## src/rtl/bdwd_pkg.sv

```systemverilog
// ----------------------------------------------------------------------------
// bdwd_pkg
// shared types, constants and helpers of the big defect window detector
// ----------------------------------------------------------------------------
package bdwd_pkg;

    localparam int CFG_W    = 12;
    localparam int PIX_W    = 8;
    localparam int HIT_W    = 24;
    localparam int TDATA_W  = 32;
    localparam int WIN_W    = 25;
    localparam int HIST_W   = 7;
    localparam int COL_W    = 5;
    localparam int STORE_W  = 4;
    localparam int CNT_W    = 5;

    localparam logic [PIX_W-1:0]  DEFECT_CODE = 8'd255;
    localparam logic [CNT_W-1:0]  WINDOW_MIN  = 5'd16;
    localparam logic [HIST_W-1:0] RUN_MASK    = 7'h55;
    localparam logic [HIT_W-1:0]  HIT_MAX     = 24'hFFFFFF;

    localparam logic [CFG_W-1:0] WIDTH_DEFAULT  = 12'd1024;
    localparam logic [CFG_W-1:0] HEIGHT_DEFAULT = 12'd1024;

    localparam logic REG_IMAGE_WIDTH  = 1'b0;
    localparam logic REG_IMAGE_HEIGHT = 1'b1;

    typedef struct packed {
        logic cur;
        logic c_ge4;
        logic r_ge4;
        logic c_ge6;
        logic frame_end;
    } pix_info_t;

    function automatic logic [CNT_W-1:0] popcount25(input logic [WIN_W-1:0] v);
        logic [CNT_W-1:0] n;
        n = '0;
        for (int i = 0; i < WIN_W; i++) begin
            n = n + CNT_W'(v[i]);
        end
        return n;
    endfunction

endpackage

```

## src/rtl/bdwd_score.sv

```systemverilog
// ----------------------------------------------------------------------------
// bdwd_score
// window and run scoring, hit total and result register
// ----------------------------------------------------------------------------
module bdwd_score (
    input  logic                            aclk,
    input  logic                            aresetn,
    input  logic                            s1_valid,
    input  bdwd_pkg::pix_info_t             s1_info,
    input  logic [bdwd_pkg::STORE_W-1:0]    old_bits,
    input  logic                            m_tready,
    output logic                            advance,
    output logic                            wr_en,
    output logic [bdwd_pkg::STORE_W-1:0]    wr_data,
    output logic                            m_tvalid,
    output logic [bdwd_pkg::HIT_W-1:0]      hit_count,
    output logic                            big_defect_found
);

    logic [bdwd_pkg::WIN_W-1:0]  window_reg, window_next;
    logic [bdwd_pkg::HIST_W-1:0] hist_reg, hist_next;
    logic [bdwd_pkg::HIT_W-1:0]  total_reg, total_next, total_sum;
    logic                        m_valid_reg;
    logic [bdwd_pkg::HIT_W-1:0]  m_count_reg;
    logic                        m_found_reg;

    logic [bdwd_pkg::COL_W-1:0]  col;
    logic                        win_hit, run_hit, consume;
    logic [bdwd_pkg::HIT_W:0]    sum_wide;

    assign advance = !(s1_valid && s1_info.frame_end && m_valid_reg && !m_tready);
    assign consume = s1_valid && advance;
    assign wr_en   = consume;
    assign col     = {old_bits, s1_info.cur};
    assign wr_data = col[bdwd_pkg::STORE_W-1:0];

    always_comb begin
        window_next = {window_reg[bdwd_pkg::WIN_W-bdwd_pkg::COL_W-1:0], col};
        hist_next   = {hist_reg[bdwd_pkg::HIST_W-2:0], s1_info.cur};
        win_hit     = s1_info.r_ge4 && s1_info.c_ge4 && window_next[12]
                      && (bdwd_pkg::popcount25(window_next) >= bdwd_pkg::WINDOW_MIN);
        run_hit     = s1_info.c_ge6
                      && ((hist_next & bdwd_pkg::RUN_MASK) == bdwd_pkg::RUN_MASK);
        sum_wide    = {1'b0, total_reg} + (bdwd_pkg::HIT_W+1)'(win_hit)
                      + (bdwd_pkg::HIT_W+1)'(run_hit);
        total_sum   = (sum_wide > {1'b0, bdwd_pkg::HIT_MAX})
                      ? bdwd_pkg::HIT_MAX : sum_wide[bdwd_pkg::HIT_W-1:0];
        total_next  = total_sum;
        if (s1_info.frame_end) begin
            window_next = '0;
            hist_next   = '0;
            total_next  = '0;
        end
    end

    always_ff @(posedge aclk) begin
        if (!aresetn) begin
            window_reg  <= '0;
            hist_reg    <= '0;
            total_reg   <= '0;
            m_valid_reg <= 1'b0;
        end else begin
            if (consume) begin
                window_reg <= window_next;
                hist_reg   <= hist_next;
                total_reg  <= total_next;
            end
            if (consume && s1_info.frame_end) begin
                m_valid_reg <= 1'b1;
            end else if (m_tready) begin
                m_valid_reg <= 1'b0;
            end
        end
    end

    always_ff @(posedge aclk) begin
        if (consume && s1_info.frame_end) begin
            m_count_reg <= total_sum;
            m_found_reg <= (total_sum != '0);
        end
    end

    assign m_tvalid         = m_valid_reg;
    assign hit_count        = m_count_reg;
    assign big_defect_found = m_found_reg;

    a_result_issued: assert property (@(posedge aclk) disable iff (!aresetn)
        consume && s1_info.frame_end |=> m_valid_reg)
        else $error("frame result not registered");

    a_frame_clear: assert property (@(posedge aclk) disable iff (!aresetn)
        consume && s1_info.frame_end |=> (total_reg == '0) && (window_reg == '0))
        else $error("frame state not cleared");

    a_found_flag: assert property (@(posedge aclk) disable iff (!aresetn)
        m_valid_reg |-> (m_found_reg == (m_count_reg != '0)))
        else $error("found flag disagrees with count");

endmodule

```

## config.mk

```make
export PLATFORM = sky130hd
export DESIGN_NAME = bdwd_score
export DESIGN_NICKNAME = d
export VERILOG_FILES = /design/src/rtl/bdwd_pkg.sv /design/src/rtl/bdwd_score.sv
export SDC_FILE = /design/constraint.sdc
export NUM_CORES = 1
export LEC_CHECK = 0
export BUFFER_PORTS_ARGS = -buffer_cell sky130_fd_sc_hd__buf_2
export CELL_PAD_IN_SITES_DETAIL_PLACEMENT = 1
export CELL_PAD_IN_SITES_GLOBAL_PLACEMENT = 2
export CORE_UTILIZATION = 28
export DETAILED_ROUTE_END_ITERATION = 8
export PLACE_DENSITY = 0.72
export SLEW_MARGIN = 15
export SYNTH_ARGS = -nofsm -noshare
export SYNTH_HDL_FRONTEND = slang
export SYNTH_SLANG_ARGS = --single-unit
```

## constraint.sdc

```tcl
create_clock -name aclk -period 7.7 [get_ports aclk]
set_input_delay 1.155 -clock aclk [delete_from_list [all_inputs] [get_ports aclk]]
set_output_delay 1.155 -clock aclk [all_outputs]
set_load 0.005 [all_outputs]
```

==> results.cfg, run 1 <==
[synth]
synth_seq_cells = 72
ys_warn_count = 0
synth_edf_count = 25
syn_inst = 467
syn_nets = 504
synthFlopType = dfxtp_1
ys_types = 53
synth_seq_area_share = 0.398
avgSynthCellArea_um2 = 9.09
synth_area_mm2 = 0.00425
synth_async_sr_flop_share = 0

[cts]
cts_tree = done
cts-htree-levels = 3
ctsResizeCount = 0
cts_setup_buffers = 0
clock_path_buffers = 2
clkTransAtPathRegs_ns = 0.06
clock_latency_ns = 0.35
cts_root_buf = clkbuf_16
cts.sinks = 72
cts_buffers = 9
hold_buffers = 0

[cells_and_area]
diodes = 0
final_layout_size_suffix_gt1_frac = 0.158
nFillCells = 1699
postLayoutCellArea_mm2 = 0.00488
multi_input_area_mm2 = 0.00224
syn_to_final_growth_pct = 14.9
nNetsFinal = 526
seq_area_mm2 = 0.00169

[power_and_ir_drop]
p_leak_nw = 1.90
p_per_area_mw_per_mm2 = 186
ir_drop_v = 0.0000904

[floorplan]
core_area_mm2 = 0.0146
dieArea_mm2 = 0.0157
start_util = 0.290
num_rows = 44
fp.dieH_um = 125
pin_count = 45
die_x_um = 125

[critical_path]
crit_required_ns = 7.78
worstPathArrival_ns = 6.82
critPathKind = in -> reg
start_kind = primary input
startpoint = s1_info[4]
timing.rr.start = window_reg[12]
critPathMaxFanout = 9
cp-end-kind = register
r2r-end = big_defect_found
regToRegSetupSlack_ns = 1.50
rr_worst_depth = 22
crit_end = big_defect_found

[detailed_routing]
drtPass1Iterations = 6
routedWlPerCell_um = 16.4
vias = 3327
dr.first_iter.drc_count = 228
route.detailed.drc = 0
drtAntennaViolNets = 0
vias_per_cell = 4.91
drt_wl_total_um = 11100

[grt]
grt_pass1_vias = 3514
grt_pass1_wl_um = 18600
grt_overflow = 0
antenna_found_initial = 0
grt_max_degree = 72
gr-usage-all-layers = 0.152

[hold_path]
hold_path_class = reg -> reg
hold_start = window_reg[1]

[timing]
fin_setup_tns_ns = 0
min_period_over_period = 0.876
setup_violations = 0
fin_crit_ns = 6.75
holdWs_ns = 0.468
rsz0062_at_grt = no
max_slew_margin = 0.373
fmax_mhz = 148
slew_violations = 0
skew_ns = 0.00588
hold_viol = 0
tightest_slew_ns = 0.936

[placed_design]
place_area_mm2 = 0.00457
gp_congestion = 0.817
port_buffers = 44
dp_hpwl_um = 7680

[flow_run]
drv_cap = 0

[outcome]
status = finished clean
cells in the final DEF, fill, tap and decap left out, types with 10 or more instances in the layout:
cell type / netlist / layout
nand2_1: 62 / 61
xnor2_1: 16 / 16
edfxtp_1: 25 / 25
dfxtp_1: 47 / 47
inv_1: 42 / 42
clkbuf_16: 0 / 10
buf_2: 5 / 44
a21oi_1: 21 / 21
nor2_1: 19 / 18
or3_1: 19 / 19
a21boi_0: 24 / 24
nand3_1: 14 / 14
fa_1: 17 / 17
nor2b_1: 14 / 14
a22oi_1: 10 / 10
worst min path at each step:
stage | to | cells past startpoint | slack [ns]
after floorplan | window_reg[10] | 2 | 0.44
after global placement | window_reg[2] | 2 | 0.45
after detailed placement | window_reg[6] | 2 | 0.46
after CTS | window_reg[13] | 2 | 0.47
after global routing | window_reg[8] | 2 | 0.49
final | window_reg[1] | 2 | 0.47
per-layer routing:
| layer | vias to the layer above | track usage | wire length, µm |
|---|---|---|---|
| met3 | 8 | 0.0364 | 411 |
| met4 | 0 | 0.0538 | 142 |
| met1 | 1619 | 0.204 | 5430 |
| li1 | 1644 | - | - |
| met2 | 56 | 0.241 | 5150 |
| met5 | - | 0 | 0 |
cell usage after synthesis (all sizes together) (10+ instances only):
cell    number  area (µm²)
a21boi      24         180
a21oi       21         105
a22oi       10        75.1
buf         10        58.8
clkbuf      27         103
dfxtp       47         941
edfxtp      25         751
fa          17         340
inv         42         158
nand2       62         233
nand3       15        80.1
nor2        21        83.8
nor2b       14        87.6
or3         19         119
xnor2       16         140
where the power goes:
group	total [mW]	switching, mW	internal [mW]
clock network	0.441	0.162	0.279
logic	0.0641	0.0397	0.0244
registers	0.402	0.00206	0.400
total	0.907	0.204	0.703
critical path, stage by stage:
cell and delay [ns]:
buf_2 0.10, inv_1 0.06, fa_1 0.56, fa_1 0.44, fa_1 0.55, fa_1 0.45, fa_1 0.50, inv_1 0.05
ha_1 0.27, a21oi_1 0.14, nor2b_1 0.06, o21ai_0 0.14, nand2b_1 0.08, a21oi_1 0.15, nor2_1 0.09, fa_1 0.45
ha_1 0.29, nand3_1 0.24, nor2_2 0.15, a21o_1 0.18, a211o_1 0.26, a2111oi_2 0.37, nand3_1 0.11
through the flow:
step	setup slack, ns	power (mW)	instances	util
finish	0.954	0.907	678	0.333
global route	0.592	0.940	678	0.333
CTS	0.907	0.921	678	0.333
detailed placement	0.575	0.477	662	0.312
global placement	0.696	0.473	662	0.312
floorplan	1.05	0.452	467	-
cell families after synthesis:
| kind of cell | after synthesis | synth area share |
|---|---|---|
| AOI/OAI and AO/OA | 91 | 0.154 |
| xor gates and xnor gates | 23 | 0.0474 |
| adders and majority gates | 24 | 0.101 |
| buffers and inverters | 79 | 0.0752 |
| DFF | 72 | 0.398 |
| muxes | 2 | 0.00501 |
| and+or+nand+nor | 176 | 0.220 |
final cells by class:
| class | instances | share of cell area |
|---|---|---|
| Clock buffer | 14 | 0.0564 |
| Clock inverter | 2 | 0.00718 |
| Inverter | 42 | 0.0323 |
| Multi-Input combinational cell | 316 | 0.459 |
| Sequential cell | 72 | 0.347 |
| Tap cell | 184 | 0.0472 |
| Timing Repair Buffer | 48 | 0.0513 |
Power figures use the tool's default switching activity.
==> run 2, diff against run 1 <==
--- a/config.mk
+++ b/config.mk
@@ -5,12 +5,15 @@
 export SDC_FILE = /design/constraint.sdc
 export NUM_CORES = 1
 export LEC_CHECK = 0
+export ABC_AREA = 1
 export BUFFER_PORTS_ARGS = -buffer_cell sky130_fd_sc_hd__buf_2
 export CELL_PAD_IN_SITES_DETAIL_PLACEMENT = 1
 export CELL_PAD_IN_SITES_GLOBAL_PLACEMENT = 2
+export CORE_MARGIN = 3
 export CORE_UTILIZATION = 28
 export DETAILED_ROUTE_END_ITERATION = 8
-export PLACE_DENSITY = 0.72
+export PLACE_DENSITY = 0.75
+export REMOVE_ABC_BUFFERS = 1
 export SLEW_MARGIN = 15
 export SYNTH_ARGS = -nofsm -noshare
 export SYNTH_HDL_FRONTEND = slang
==> run 2 against run 1 <==
Sequential power about the same. First-iteration DRC count down 49%. Cell count up 8.6%. Worst setup slack better by 0.30 ns. Clock skew up 0.0046 ns. Die area up 1.8%. Sequential share of layout area up 1.6 points. Maximum frequency up 4.6%. Design area down 4.3%. Critical path type unchanged. Synthesized cell count up 9.9%.
==> results.cfg, run 2 <==
[cts]
cts_tree = done
ctsResizeCount = 0
clkTransAtPathRegs_ns = 0.06
cts.sinks = 72
clock_path_buffers = 2
cts-htree-levels = 3
hold_buffers = 0
cts_root_buf = clkbuf_16
clock_latency_ns = 0.35
cts_setup_buffers = 0
cts_buffers = 9

[detailed_routing]
drt_wl_total_um = 10200
drtPass1Iterations = 4
routedWlPerCell_um = 13.8
route.detailed.drc = 0
vias_per_cell = 4.61
vias = 3393
drtAntennaViolNets = 0
dr.first_iter.drc_count = 117

[cells_and_area]
syn_to_final_growth_pct = 15.3
layout_common_cells = nand2_1, inv_1, a21oi_1
diodes = 0
nNetsFinal = 588
final_layout_size_suffix_gt1_frac = 0.167
utilization = 0.334
nFillCells = 1739
final_common_cell = nand2_1

[power_and_ir_drop]
p_sw_frac = 0.235
intPower_uw = 645
p_per_area_mw_per_mm2 = 181
ir_drop_v = 0.0000882
combPwrFrac = 0.068
p_sw_uw = 198
p_leak_nw = 1.94
clkPwrFrac = 0.455
sequentialPowerShare = 0.477

[hold_path]
hold_start = hist_reg[4]
hold_path_class = reg -> reg

[synth]
synth_async_sr_flop_share = 0
syn_inst = 513
synth_largest_area_cell = dfxtp_1
synth_seq_area_share = 0.418
synth_top_area_share = 0.232
ys_types = 32
synth_area_leaders = dfxtp_1, edfxtp_1, nand2_1
synth_seq_cells = 72
synth_edf_count = 25
synth_common_cells = nand2_1, inv_1, a21oi_1, dfxtp_1, nor2_1
avgSynthCellArea_um2 = 7.89
synthFlopType = dfxtp_1
yosysMostFrequentCell = nand2_1
ys_warn_count = 0
synth_area_mm2 = 0.00405

[grt]
grt_pass1_wl_um = 17200
grt_pass1_vias = 3494
grt_overflow = 0
grt_max_degree = 49
antenna_found_initial = 0
gr-usage-all-layers = 0.136

[placed_design]
dp_hpwl_um = 7420
port_buffers = 44
gp_congestion = 0.795

[timing]
fin_crit_ns = 6.45
skew_ns = 0.0105
slew_violations = 0
fmax_mhz = 155
setup_violations = 0
tightest_slew_ns = 0.552
min_period_over_period = 0.838
max_slew_margin = 0.632
fin_setup_tns_ns = 0
holdWs_ns = 0.463
rsz0062_at_grt = no
hold_viol = 0

[critical_path]
worstPathArrival_ns = 6.55
critPathKind = in -> reg
critPathMaxFanout = 31
cp-end-kind = register
startpoint = s1_info[4]
start_kind = primary input
crit_required_ns = 7.80
timing.rr.start = window_reg[2]

[floorplan]
start_util = 0.289
dieArea_mm2 = 0.0159
die_x_um = 126
core_area_mm2 = 0.0140
num_rows = 43
pin_count = 45
fp.dieH_um = 126

[outcome]
status = finished clean

[flow_run]
drv_cap = 0
## run 2: changes by cell type after synthesis, sizes merged, moves of 10 or more
cell,previous run,this run
inv,42,69
a22oi,10,0
a21boi,24,0
xnor2,16,3
nor2,21,45
or3,19,0
nand2,62,181
a21oi,21,49
nor2b,14,0
clkbuf,27,9
nand3,15,31
## run 2: cells by family (layout without fill, tap and decap cells)
group / Yosys count / in the layout / synth area share
DFF: 72 / 72 / 0.418
and+or+nand+nor: 265 / 265 / 0.297
adders and majority gates: 24 / 24 / 0.106
buffers and inverters: 90 / 133 / 0.0949
AOI/OAI and AO/OA: 56 / 56 / 0.0720
xor gates and xnor gates: 6 / 6 / 0.0130
## run 2: power by group through the flow
stage | sequential, mW | clock [mW] | combinational (mW)
final | 0.403 | 0.383 | 0.0573
after global routing | 0.403 | 0.414 | 0.0666
after CTS | 0.403 | 0.397 | 0.0598
after detailed placement | 0.411 | 0 | 0.0596
after global placement | 0.411 | 0 | 0.0563
after floorplan | 0.412 | 0 | 0.0317
## run 2: area by class of cell
type                            count  area [µm²]  area share
Timing Repair Buffer               48         250      0.0536
Multi-Input combinational cell    351        1980       0.423
Tap cell                          180         225      0.0482
Sequential cell                    72        1690       0.362
Inverter                           69         259      0.0555
Clock buffer                       12         246      0.0528
Clock inverter                      4        21.3     0.00456
## run 2: through the flow
stage	setup slack [ns]	total power, mW	std cells	cell area [µm²]
finish	1.25	0.843	736	4670
global route	0.829	0.883	736	4670
CTS	1.16	0.860	736	4670
detailed placement	0.787	0.470	720	4400
global placement	0.935	0.467	720	4400
floorplan	1.53	0.443	492	3920
## run 2: worst paths after layout
| kind | slack, ns | cells after the start | to |
|---|---|---|---|
| setup / recovery | 1.25 | 27 | big_defect_found |
| hold / removal | 0.46 | 2 | hist_reg[5] |
| setup reg to reg | 1.85 | 26 | big_defect_found |
| hold reg to reg | 0.46 | 2 | hist_reg[5] |
## run 2: layer usage
| layer | wire length [µm] | vias up | part of all wire | GRT usage |
|---|---|---|---|---|
| li1 | - | 1676 | - | - |
| met1 | 4620 | 1665 | 0.45 | 0.158 |
| met2 | 5020 | 40 | 0.49 | 0.238 |
| met3 | 390 | 12 | 0.038 | 0.0433 |
| met4 | 138 | 0 | 0.014 | 0.0416 |
| met5 | 0 | - | 0 | 0 |
## run 2: worst max-delay path: stages
cell and delay [ns]:
buf_2 0.11, inv_1 0.06, fa_1 0.50, fa_1 0.40
inv_1 0.08, fa_1 0.46, fa_1 0.57, inv_1 0.06
fa_1 0.53, inv_1 0.04, ha_1 0.28, inv_1 0.06
nor2_1 0.04, o211ai_1 0.15, a21oi_1 0.11, fa_1 0.45
ha_1 0.26, nand2_2 0.10, nor2_4 0.06, nand2_4 0.10
nor2_8 0.04, nand3_4 0.29, nand3_1 0.21, nor2_1 0.14
nand2_1 0.07, nor2_1 0.17, nand2_1 0.06
