`src/rtl/bdwd_pkg.sv`:
```
// ----------------------------------------------------------------------------
// bdwd_pkg
// shared types, constants and helpers of the big defect window detector
// ----------------------------------------------------------------------------
package bdwd_pkg;

    localparam int CFG_W    = 12;
    localparam int PIX_W    = 8;
    localparam int HIT_W    = 24;
    localparam int TDATA_W  = 32;
    localparam int WIN_W    = 25;
    localparam int HIST_W   = 7;
    localparam int COL_W    = 5;
    localparam int STORE_W  = 4;
    localparam int CNT_W    = 5;

    localparam logic [PIX_W-1:0]  DEFECT_CODE = 8'd255;
    localparam logic [CNT_W-1:0]  WINDOW_MIN  = 5'd16;
    localparam logic [HIST_W-1:0] RUN_MASK    = 7'h55;
    localparam logic [HIT_W-1:0]  HIT_MAX     = 24'hFFFFFF;

    localparam logic [CFG_W-1:0] WIDTH_DEFAULT  = 12'd1024;
    localparam logic [CFG_W-1:0] HEIGHT_DEFAULT = 12'd1024;

    localparam logic REG_IMAGE_WIDTH  = 1'b0;
    localparam logic REG_IMAGE_HEIGHT = 1'b1;

    typedef struct packed {
        logic cur;
        logic c_ge4;
        logic r_ge4;
        logic c_ge6;
        logic frame_end;
    } pix_info_t;

    function automatic logic [CNT_W-1:0] popcount25(input logic [WIN_W-1:0] v);
        logic [CNT_W-1:0] n;
        n = '0;
        for (int i = 0; i < WIN_W; i++) begin
            n = n + CNT_W'(v[i]);
        end
        return n;
    endfunction

endpackage

```
`src/rtl/bdwd_scan.sv`:
```
// ----------------------------------------------------------------------------
// bdwd_scan
// raster position tracking and the pixel stage register
// ----------------------------------------------------------------------------
module bdwd_scan #(
    parameter int MAX_WIDTH  = 2048,
    parameter int MAX_HEIGHT = 2048
) (
    input  logic                                aclk,
    input  logic                                aresetn,
    input  logic [bdwd_pkg::CFG_W-1:0]          image_width,
    input  logic [bdwd_pkg::CFG_W-1:0]          image_height,
    input  logic                                accept,
    input  logic [bdwd_pkg::PIX_W-1:0]          pixel_value,
    input  logic                                advance,
    output logic [$clog2(MAX_WIDTH)-1:0]        rd_addr,
    output logic                                s1_valid,
    output bdwd_pkg::pix_info_t                 s1_info,
    output logic [$clog2(MAX_WIDTH)-1:0]        s1_addr
);

    localparam int CW  = $clog2(MAX_WIDTH);
    localparam int RW  = $clog2(MAX_HEIGHT);
    localparam int WNW = $clog2(MAX_WIDTH + 1);
    localparam int HNW = $clog2(MAX_HEIGHT + 1);
    localparam int WEW = (bdwd_pkg::CFG_W > WNW) ? bdwd_pkg::CFG_W : WNW;
    localparam int HEW = (bdwd_pkg::CFG_W > HNW) ? bdwd_pkg::CFG_W : HNW;

    logic [CW-1:0]        column_reg, column_next;
    logic [RW-1:0]        row_reg, row_next;
    logic                 s1_valid_reg;
    bdwd_pkg::pix_info_t  s1_info_reg, info_next;
    logic [CW-1:0]        s1_addr_reg;

    logic [WEW-1:0] w_cfg, w_eff, c_inc;
    logic [HEW-1:0] h_cfg, h_eff, r_inc;
    logic           row_end;

    always_comb begin
        w_cfg = WEW'(image_width);
        h_cfg = HEW'(image_height);
        if (w_cfg == '0) begin
            w_eff = WEW'(1);
        end else if (w_cfg > WEW'(MAX_WIDTH)) begin
            w_eff = WEW'(MAX_WIDTH);
        end else begin
            w_eff = w_cfg;
        end
        if (h_cfg == '0) begin
            h_eff = HEW'(1);
        end else if (h_cfg > HEW'(MAX_HEIGHT)) begin
            h_eff = HEW'(MAX_HEIGHT);
        end else begin
            h_eff = h_cfg;
        end

        c_inc   = WEW'(column_reg) + WEW'(1);
        r_inc   = HEW'(row_reg) + HEW'(1);
        row_end = c_inc >= w_eff;

        info_next.cur       = (pixel_value == bdwd_pkg::DEFECT_CODE);
        info_next.c_ge4     = column_reg >= CW'(4);
        info_next.r_ge4     = row_reg >= RW'(4);
        info_next.c_ge6     = column_reg >= CW'(6);
        info_next.frame_end = row_end && (r_inc >= h_eff);

        column_next = column_reg;
        row_next    = row_reg;
        if (accept) begin
            if (info_next.frame_end) begin
                column_next = '0;
                row_next    = '0;
            end else if (row_end) begin
                column_next = '0;
                row_next    = r_inc[RW-1:0];
            end else begin
                column_next = c_inc[CW-1:0];
            end
        end
    end

    always_ff @(posedge aclk) begin
        if (!aresetn) begin
            column_reg   <= '0;
            row_reg      <= '0;
            s1_valid_reg <= 1'b0;
        end else begin
            column_reg <= column_next;
            row_reg    <= row_next;
            if (advance) begin
                s1_valid_reg <= accept;
            end
        end
    end

    always_ff @(posedge aclk) begin
        if (accept) begin
            s1_info_reg <= info_next;
            s1_addr_reg <= column_reg;
        end
    end

    assign rd_addr  = column_reg;
    assign s1_valid = s1_valid_reg;
    assign s1_info  = s1_info_reg;
    assign s1_addr  = s1_addr_reg;

endmodule

```
`config.mk`:
```
export PLATFORM = sky130hd
export DESIGN_NAME = bdwd_scan
export DESIGN_NICKNAME = d
export VERILOG_FILES = /design/src/rtl/bdwd_pkg.sv /design/src/rtl/bdwd_scan.sv
export SDC_FILE = /design/constraint.sdc
export NUM_CORES = 1
export LEC_CHECK = 0
export BUFFER_PORTS_ARGS = -buffer_cell sky130_fd_sc_hd__clkbuf_2
export CAP_MARGIN = 5
export CORE_UTILIZATION = 44
export CTS_BUF_LIST = sky130_fd_sc_hd__clkbuf_8
export CTS_CLUSTER_DIAMETER = 100
export DETAILED_ROUTE_END_ITERATION = 10
export MAX_ROUTING_LAYER = met4
export PLACE_DENSITY = 0.68
export SYNTH_ARGS = -nofsm -noshare
export SYNTH_HDL_FRONTEND = slang
export SYNTH_SLANG_ARGS = --single-unit
```
`constraint.sdc`:
```
create_clock -name aclk -period 3.75 [get_ports aclk]
set_input_delay 0.375 -clock aclk [delete_from_list [all_inputs] [get_ports aclk]]
set_output_delay 0.375 -clock aclk [all_outputs]
set_load 0.02 [all_outputs]
```
==> results of run 1 <==
==> per-stage QoR <==
step                      setup WS (ns)  std cells  total power, mW  utilization, %
after floorplan                   0.686        277            0.720               -
after global placement            0.557        401            0.787            52.6
after detailed placement          0.503        401            0.797            52.6
after CTS                         0.469        409             1.13            54.5
after global routing              0.249        409             1.18            54.5
final                             0.446        409             1.12            54.5
==> worst max-delay path, cell delays in order, from the launching register on <==
cell	delay, ns
dfxtp_1	0.48
ha_1	0.29
and2_1	0.17
and4_1	0.24
nand3_1	0.10
xnor2_1	0.18
ha_1	0.31
and4_1	0.19
a21oi_1	0.07
o32a_2	0.41
and2_4	0.22
nor3_4	0.37
mux2_2	0.22
==> path summary, 6_finish.rpt <==
path / end / depth (start not counted)
hold / removal: s1_valid$_SDFFE_PN0P_ / 3
setup / recovery: row_reg[0]$_SDFFE_PN0P_ / 12
setup reg to reg: row_reg[0]$_SDFFE_PN0P_ / 12
hold reg to reg: s1_valid$_SDFFE_PN0P_ / 2
==> layout make-up <==
class | count | area [sq um] | share of cell area [%]
clock inverter | 3 | 38.8 | 1.28
timing repair buffer | 65 | 330 | 10.9
tap | 72 | 90.1 | 2.96
clock buffer | 5 | 68.8 | 2.26
multi-input combinational | 214 | 1530 | 50.3
sequential | 39 | 941 | 31.0
inverter | 11 | 41.3 | 1.36
==> routing by layer <==
layer / share of wire (%) / GRT usage, % / up-vias
li1: - / - / 1144
met1: 51 / 26.7 / 990
met2: 43 / 27.1 / 67
met3: 5.3 / 3.02 / 4
met4: 0.70 / 5.93 / 0
met5: 0 / - / -
==> power breakdown <==
group	total, mW	leakage [nW]	switching, mW	internal [mW]
Sequential	0.527	0.351	0.0497	0.478
Combinational	0.257	1.03	0.136	0.121
Clock	0.335	0.0556	0.140	0.195
Total	1.12	1.43	0.326	0.793
==> cell families (layout without fill, tap and decap cells) <==
logic type                 after synthesis  in the layout  synth area share [%]
AOI/OAI and AO/OA                       55             55                  17.1
xor gates and xnor gates                17             17                  5.76
adders and majority gates               28             28                  13.5
buffers and inverters                   24             84                  4.50
DFF                                     39             39                  36.4
muxes                                    2              2                 0.822
and+or+nand+nor                        112            112                  21.9
==> synth_stat cells, types with 2 or more instances <==
| library cell | n | area share (%) |
|---|---|---|
| nand2_1 | 36 | 5.2 |
| ha_1 | 28 | 14 |
| dfxtp_1 | 23 | 18 |
| nor2_1 | 20 | 2.9 |
| edfxtp_1 | 16 | 19 |
| nand3_1 | 15 | 2.9 |
| inv_1 | 10 | 1.5 |
| xnor2_1 | 10 | 3.4 |
| clkbuf_1 | 8 | 1.2 |
| nor4_1 | 8 | 1.9 |
| a21oi_1 | 7 | 1.4 |
| xor2_1 | 7 | 2.4 |
| a32o_1 | 6 | 2.3 |
| a21o_1 | 5 | 1.5 |
| o21ai_0 | 5 | 0.97 |
| nor2b_1 | 4 | 0.97 |
| a211o_1 | 3 | 1.0 |
| a221o_1 | 3 | 1.2 |
| a22o_1 | 3 | 1.0 |
| a31oi_1 | 3 | 0.73 |
| and2_1 | 3 | 0.73 |
| and3_1 | 3 | 0.73 |
| and4_1 | 3 | 1.0 |
| nand2b_1 | 3 | 0.73 |
| nand4_1 | 3 | 0.73 |
| nor3_1 | 3 | 0.58 |
| nor3b_1 | 3 | 0.87 |
| a211oi_1 | 2 | 0.58 |
| a41oi_1 | 2 | 0.68 |
| buf_6 | 2 | 0.87 |
| o21a_1 | 2 | 0.58 |
| o21ai_1 | 2 | 0.39 |
==> qor.csv, run 1 <==
metric,value,unit
status,completed,
dpl_cell_area,2930,sq um
pin_count,64,
fin_skew,0.0104,ns
path_clk_slew,0.08,ns
finalSetupViolCount,0,
rsz0062_at_grt,false,
finalHoldViolCount,0,
firstDrtPassIters,5,
yosys_warnings,0,
cts_hold_buf,0,
clock_sinks,39,
fp.dieW,78.7,microns
final_area,3040,sq um
timing.rr.start,rd_addr[0]$_SDFFE_PN0P_,
tightest_slew,0.663,ns
crit_type,flip-flop to flip-flop,
h-tree-depth,2,
die_y,78.7,microns
synth_edf_count,16,
fin_tns_setup,0,ns
routedWlPerCell,13.2,microns
synth_cells,277,
reg2reg_slack,0.45,ns
first_global_vias,1905,
drt_iter0_drc,117,
maxCapViolations,0,
yosys_register_bits,39,
cts_inserted_buffers,5,
post-route-period-util,88.1,%
fill_cells,513,
avgSynthCellArea,9.34,sq um
power_density,368,nW/um^2
detail_route.drc_violations,0,
tritoncts,yes,
vias_per_cell,5.39,
vias,2205,
postRouteAntennaNets,0,
grt_pass1_wl,8.89,mm
nets,400,
slew_viol_final,0,
hpwl,4.30,mm
gr-total-overflow,0,
area_growth,17.5,%
max_freq,0.303,GHz
relSlewSlack,55.7,%
rows,27,
grt_max_degree,26,
finalWorstPathRequiredPeriod,3.30,ns
synthesis.area,2590,sq um
cts_setup_buffers,0,
drive_gt1_share,24.6,%
num_antenna_cells,0,
crit_arrival,3.54,ns
critPathCaptureType,flip-flop,
synth_nets,341,
cp.required,3.99,ns
core_area,5570,sq um
gp_congestion,0.826,
hold_slack,0.380,ns
grt_antenna_before_repair,0,
vdd_drop_max,234,uV
synth-main-ff-cell,dfxtp_1,
p_leak,1.43,nW
clock_latency,0.29,ns
synthArstFlopShare,0,%
cts_resized,0,
ys_types,58,
critPathLaunch,rd_addr[0]$_SDFFE_PN0P_,
crit_path_max_fanout,11,
port_buffers,63,
clockRootBuffer,clkbuf_8,
min_from,advance,
cts_buffer_depth,2,
hold_path.class,input pin to flip-flop,
worstSetupStartpointType,flip-flop,
grtUsageTotal,18.8,%
totalWireLength,5.40,mm
layout_common_cells,"63 x clkbuf_2, 36 x nand2_1, 28 x ha_1, 23 x dfxtp_1, 20 x nor2_1",
ys_seq_area_share,36.4,%
final_common_cell,clkbuf_2,
die-area,6190,sq um
start_util,46.4,%
(Power assumes the default switching activity.)
==> run 2: changes to the inputs <==
--- a/config.mk
+++ b/config.mk
@@ -7,12 +7,14 @@
 export LEC_CHECK = 0
 export BUFFER_PORTS_ARGS = -buffer_cell sky130_fd_sc_hd__clkbuf_2
 export CAP_MARGIN = 5
+export CORE_MARGIN = 5
 export CORE_UTILIZATION = 44
 export CTS_BUF_LIST = sky130_fd_sc_hd__clkbuf_8
 export CTS_CLUSTER_DIAMETER = 100
 export DETAILED_ROUTE_END_ITERATION = 10
 export MAX_ROUTING_LAYER = met4
 export PLACE_DENSITY = 0.68
+export REMOVE_ABC_BUFFERS = 1
 export SYNTH_ARGS = -nofsm -noshare
 export SYNTH_HDL_FRONTEND = slang
 export SYNTH_SLANG_ARGS = --single-unit
==> run 2 against run 1 <==
Cell area rose by 0.58%. Via count barely moved. Clock power rose by 24%. Global-route usage fell by 2.7 points. Combinational power fell by 2%. Sequential power barely moved. Non-clock buffer count fell by 2. Critical path type unchanged. Critical endpoint unchanged. Largest cell class unchanged.
==> qor.csv, run 2 (same netlist as run 1, synthesis figures left out) <==
metric,value,unit
status,completed,
crit_path_max_fanout,11,
timing.rr.start,rd_addr[0]$_SDFFE_PN0P_,
slew_viol_final,0,
seq_area,941,sq um
cp.buffers_inverters,0,
critPathCaptureType,flip-flop,
grt_pass1_wl,9.47,mm
whs_path_depth,3,
dpl_cell_area,2920,sq um
cts_hold_buf,0,
die_y,86.7,microns
first_global_vias,2067,
rows,28,
hold_path.class,input pin to flip-flop,
finalSetupViolCount,0,
vias_per_cell,5.37,
area_growth,18.2,%
hpwl,4.49,mm
finalHoldViolCount,0,
fp.dieW,86.7,microns
clock_sinks,39,
fin_skew,0.00749,ns
grtUsageTotal,16.1,%
post-route-period-util,88.4,%
cpMaxStageDelayCell,dfxtp_1,
pin_count,64,
critPathCapture,row_reg[0]$_SDFFE_PN0P_,
num_antenna_cells,0,
detail_route.drc_violations,0,
max_freq,0.302,GHz
routedWlPerCell,13.8,microns
crit_arrival,3.55,ns
power_density,390,nW/um^2
cts_buffer_depth,2,
critPathLaunch,rd_addr[0]$_SDFFE_PN0P_,
gp_congestion,0.860,
path_cells,ha_1 > and2_1 > and4_1 > nand3_1 > xnor2_1 > ha_1 > and4_1 > a21oi_1 > o32a_2 > and2_4 > nor3_4 > mux2_2,
grt_max_degree,26,
clock_latency,0.29,ns
totalWireLength,5.66,mm
die-area,7510,sq um
rsz0062_at_grt,false,
port_buffers,63,
tritoncts,yes,
fill_cells,564,
worst-path-stages,12,
clockRootBuffer,clkbuf_8,
core_area,5820,sq um
final_common_cell,clkbuf_2,
max_stage_delay,0.49,ns
h-tree-depth,2,
p_leak,1.43,nW
multiInputGateArea,1530,sq um
postRouteAntennaNets,0,
tightest_slew,0.692,ns
path_clk_slew,0.08,ns
fin_tns_setup,0,ns
maxCapViolations,0,
gr-total-overflow,0,
drt_iter0_drc,121,
cts_setup_buffers,0,
crit_type,flip-flop to flip-flop,
finalWorstPathRequiredPeriod,3.31,ns
utilization,52.6,%
crit_family,simple AND/OR/NAND/NOR gates,
rr_endpoint,row_reg[0]$_SDFFE_PN0P_,
grt_antenna_before_repair,0,
nets,398,
hold_slack,0.374,ns
reg2reg_slack,0.44,ns
cts_resized,0,
layout_common_cells,"63 x clkbuf_2, 36 x nand2_1, 28 x ha_1, 23 x dfxtp_1, 20 x nor2_1",
fin_total_pwr,1.19,mW
ff2ff_path_depth,12,
drive_gt1_share,24.5,%
cts_inserted_buffers,5,
worstSetupStartpointType,flip-flop,
start_util,44.5,%
firstDrtPassIters,4,
final_area,3060,sq um
vdd_drop_max,217,uV
cp.required,3.99,ns
relSlewSlack,53.8,%
vias,2203,
## run 2: cell count changes in the layout (fill, tap and decap cells not counted), sizes merged
cell | before | now
buf | 2 | 0
bufinv | 1 | 2
clkinv | 3 | 1
clkinvlp | 0 | 1
## run 2: final cells by class
cell class | count | area share [%]
Clock buffer | 5 | 2.25
Clock inverter | 3 | 2.21
Inverter | 11 | 1.35
Multi-Input combinational cell | 214 | 50.0
Sequential cell | 39 | 30.8
Tap cell | 75 | 3.07
Timing Repair Buffer | 63 | 10.3
## run 2: stage by stage
step	worst slack, ns	std cells
6_report	0.436	410
5_1_grt	0.171	410
4_1_cts	0.455	410
3_5_place_dp	0.517	402
3_3_place_gp	0.577	402
2_1_floorplan	0.654	264
## run 2: worst register-to-register path: cells and delay by family, from the launching register on
family,cells,cell delay [ns]
xor gates and xnor gates,1,0.17
AOI/OAI and AO/OA,2,0.47
muxes,1,0.23
DFF,1,0.49
and+or+nand+nor,6,1.31
adders and majority gates,2,0.60
## run 2: how the worst min path moves through the flow
stage                                  to                   from  slack [ns]
finish              s1_valid$_SDFFE_PN0P_                advance        0.37
global route        s1_valid$_SDFFE_PN0P_                advance        0.39
CTS                 s1_valid$_SDFFE_PN0P_                advance        0.37
detailed placement  s1_valid$_SDFFE_PN0P_  s1_valid$_SDFFE_PN0P_        0.51
global placement    s1_valid$_SDFFE_PN0P_  s1_valid$_SDFFE_PN0P_        0.50
floorplan            s1_addr[0]$_DFFE_PP_                 accept        0.49
## run 2: power by group
group          switching [mW]  internal (mW)  total [mW]
clock                   0.149          0.265       0.414
sequential             0.0486          0.477       0.526
combinational           0.136          0.118       0.253
total                   0.333          0.860        1.19
## run 2: routing by layer
layer	vias to the layer above	GRT usage (%)	part of all wire, %
li1	1131	-	-
met1	982	21.5	49
met2	83	25.0	43
met3	7	2.47	6.7
met4	0	5.10	1.1
met5	-	-	0
==> run 3: changes to the inputs <==
==> constraint.sdc (replaced) <==
create_clock -name aclk -period 3.2 [get_ports aclk]
set_input_delay 0.32 -clock aclk [delete_from_list [all_inputs] [get_ports aclk]]
set_output_delay 0.32 -clock aclk [all_outputs]
set_load 0.02 [all_outputs]
==> run 3 against run 2 <==
Sequential share of layout area decreased by 1.0 points. Largest cell class unchanged. Count of clock-buffer cells in the layout did not move. Core utilization rose by 1.8 points. Hold slack worse by 0.068 ns.
==> qor.csv, run 3 (same netlist as run 1, synthesis figures left out) <==
metric,value,unit
status,completed,
firstDrtPassIters,4,
critPathCaptureType,flip-flop,
gr-total-overflow,0,
totalWireLength,5.86,mm
slew_viol_final,0,
cpMaxStageDelayCell,o21ai_0,
finalWorstPathRequiredPeriod,3.02,ns
die_y,86.7,microns
cp.required,3.38,ns
finalSetupViolCount,0,
layout_common_cells,"63 x clkbuf_2, 36 x nand2_1, 27 x ha_1, 23 x dfxtp_1, 19 x nor2_1",
tightest_slew,0.707,ns
vias_per_cell,5.32,
cts_buffer_depth,2,
clockRootBuffer,clkbuf_8,
num_antenna_cells,0,
fin_total_pwr,1.33,mW
clock_sinks,39,
maxCapViolations,0,
intPower,0.936,mW
crit_path_max_fanout,11,
rows,28,
drt_iter0_drc,192,
rr_endpoint,row_reg[7]$_SDFFE_PN0P_,
hold_slack,0.306,ns
reg2reg_slack,0.18,ns
vias,2245,
vdd_drop_max,322,uV
critPathCapture,row_reg[7]$_SDFFE_PN0P_,
first_global_vias,2090,
fill_cells,534,
pin_count,64,
timing.rr.start,rd_addr[1]$_SDFFE_PN0P_,
post-route-period-util,94.4,%
p_clk_share,29.7,%
relSlewSlack,52.8,%
min_from,advance,
die-area,7510,sq um
postRouteAntennaNets,0,
max_stage_delay,0.44,ns
switching_share,29.7,%
grt_max_degree,21,
finalHoldViolCount,0,
grt_antenna_before_repair,0,
post-place-ws,0.105,ns
hold_path.class,input pin to flip-flop,
fin_skew,0.00535,ns
fp.dieW,86.7,microns
max_freq,0.331,GHz
sequentialPowerShare,46.3,%
path_clk_slew,0.07,ns
hpwl,4.49,mm
routedWlPerCell,13.9,microns
grt_pass1_wl,9.50,mm
cts_inserted_buffers,5,
cts_hold_buf,0,
port_buffers,63,
drive_gt1_share,28.0,%
tritoncts,yes,
h-tree-depth,2,
crit_type,flip-flop to flip-flop,
core_area,5820,sq um
clock_latency,0.29,ns
gp_congestion,0.822,
worstSetupStartpointType,flip-flop,
critPathLaunch,rd_addr[1]$_SDFFE_PN0P_,
start_util,44.5,%
ff2ff_path_depth,11,
area_growth,22.2,%
power_density,421,nW/um^2
power.switching,0.395,mW
nets,410,
p_leak,1.50,nW
grtUsageTotal,16.3,%
p_comb_share,24.0,%
detail_route.drc_violations,0,
path_cells,buf_4 > nand3_1 > nor2_1 > xor2_1 > ha_1 > a21boi_0 > o21ai_0 > and2_4 > nor3_4 > buf_12 > a221o_1,
fin_ws,0.179,ns
crit_arrival,3.20,ns
final_common_cell,clkbuf_2,
==> run 3: repair_timing <==
action | 4_1_cts | 5_1_grt
buffers inserted | 0 | 1
endpoints found under the setup margin | 0 | 10
gates resized for setup | 0 | 6
==> run 3: area by class of cell <==
class                   instances  area, sq um  area share, %
well taps                      75         93.8           2.97
clock inverters                 3         38.8           1.23
multi-input cells             214         1560           49.3
repair buffers                 75          418           13.2
inverters                      11         41.3           1.31
clock buffers                   5         68.8           2.18
flip-flops and latches         39          941           29.8
==> run 3: layer usage <==
metal	GRT usage, %	share of wire [%]	routed length (microns)	vias to the layer above
li1	-	-	-	1161
met1	22.3	48	2790	1002
met2	23.8	43	2520	73
met3	3.52	7.4	436	9
met4	5.81	1.8	108	0
met5	-	0	0	-
==> run 3: power groups by stage <==
stage	clock network (mW)	registers, mW	logic (mW)
final	0.395	0.616	0.320
after global routing	0.424	0.623	0.361
after CTS	0.405	0.614	0.320
after detailed placement	0	0.623	0.316
after global placement	0	0.622	0.308
after floorplan	0	0.634	0.193
==> run 3: worst min-delay path by stage <==
stage / endpoint / slack (ns) / cells after the start
finish: s1_valid$_SDFFE_PN0P_ / 0.31 / 3
global placement: s1_valid$_SDFFE_PN0P_ / 0.50 / 2
global route: s1_valid$_SDFFE_PN0P_ / 0.35 / 3
CTS: s1_valid$_SDFFE_PN0P_ / 0.30 / 3
detailed placement: s1_valid$_SDFFE_PN0P_ / 0.51 / 2
floorplan: s1_addr[0]$_DFFE_PP_ / 0.43 / 0
==> run 3: stage by stage <==
step / instances / utilization, % / TNS [ns] / instance area (sq um)
6_report: 422 / 54.3 / 0 / 3160
3_5_place_dp: 413 / 51.6 / 0 / 3000
3_3_place_gp: 413 / 51.6 / 0 / 3000
5_1_grt: 422 / 54.3 / -0.0346 / 3160
4_1_cts: 421 / 53.5 / 0 / 3110
2_1_floorplan: 264 / - / 0 / 2510
==> run 3: worst max-delay path, delay by kind of cell, from the launching register on <==
family / cells / cell delay [ns]
flops: 1 / 0.35
compound gates: 3 / 0.86
xor+xnor: 1 / 0.28
simple gates: 4 / 0.82
fa+ha+maj: 1 / 0.29
buf+inv: 2 / 0.30
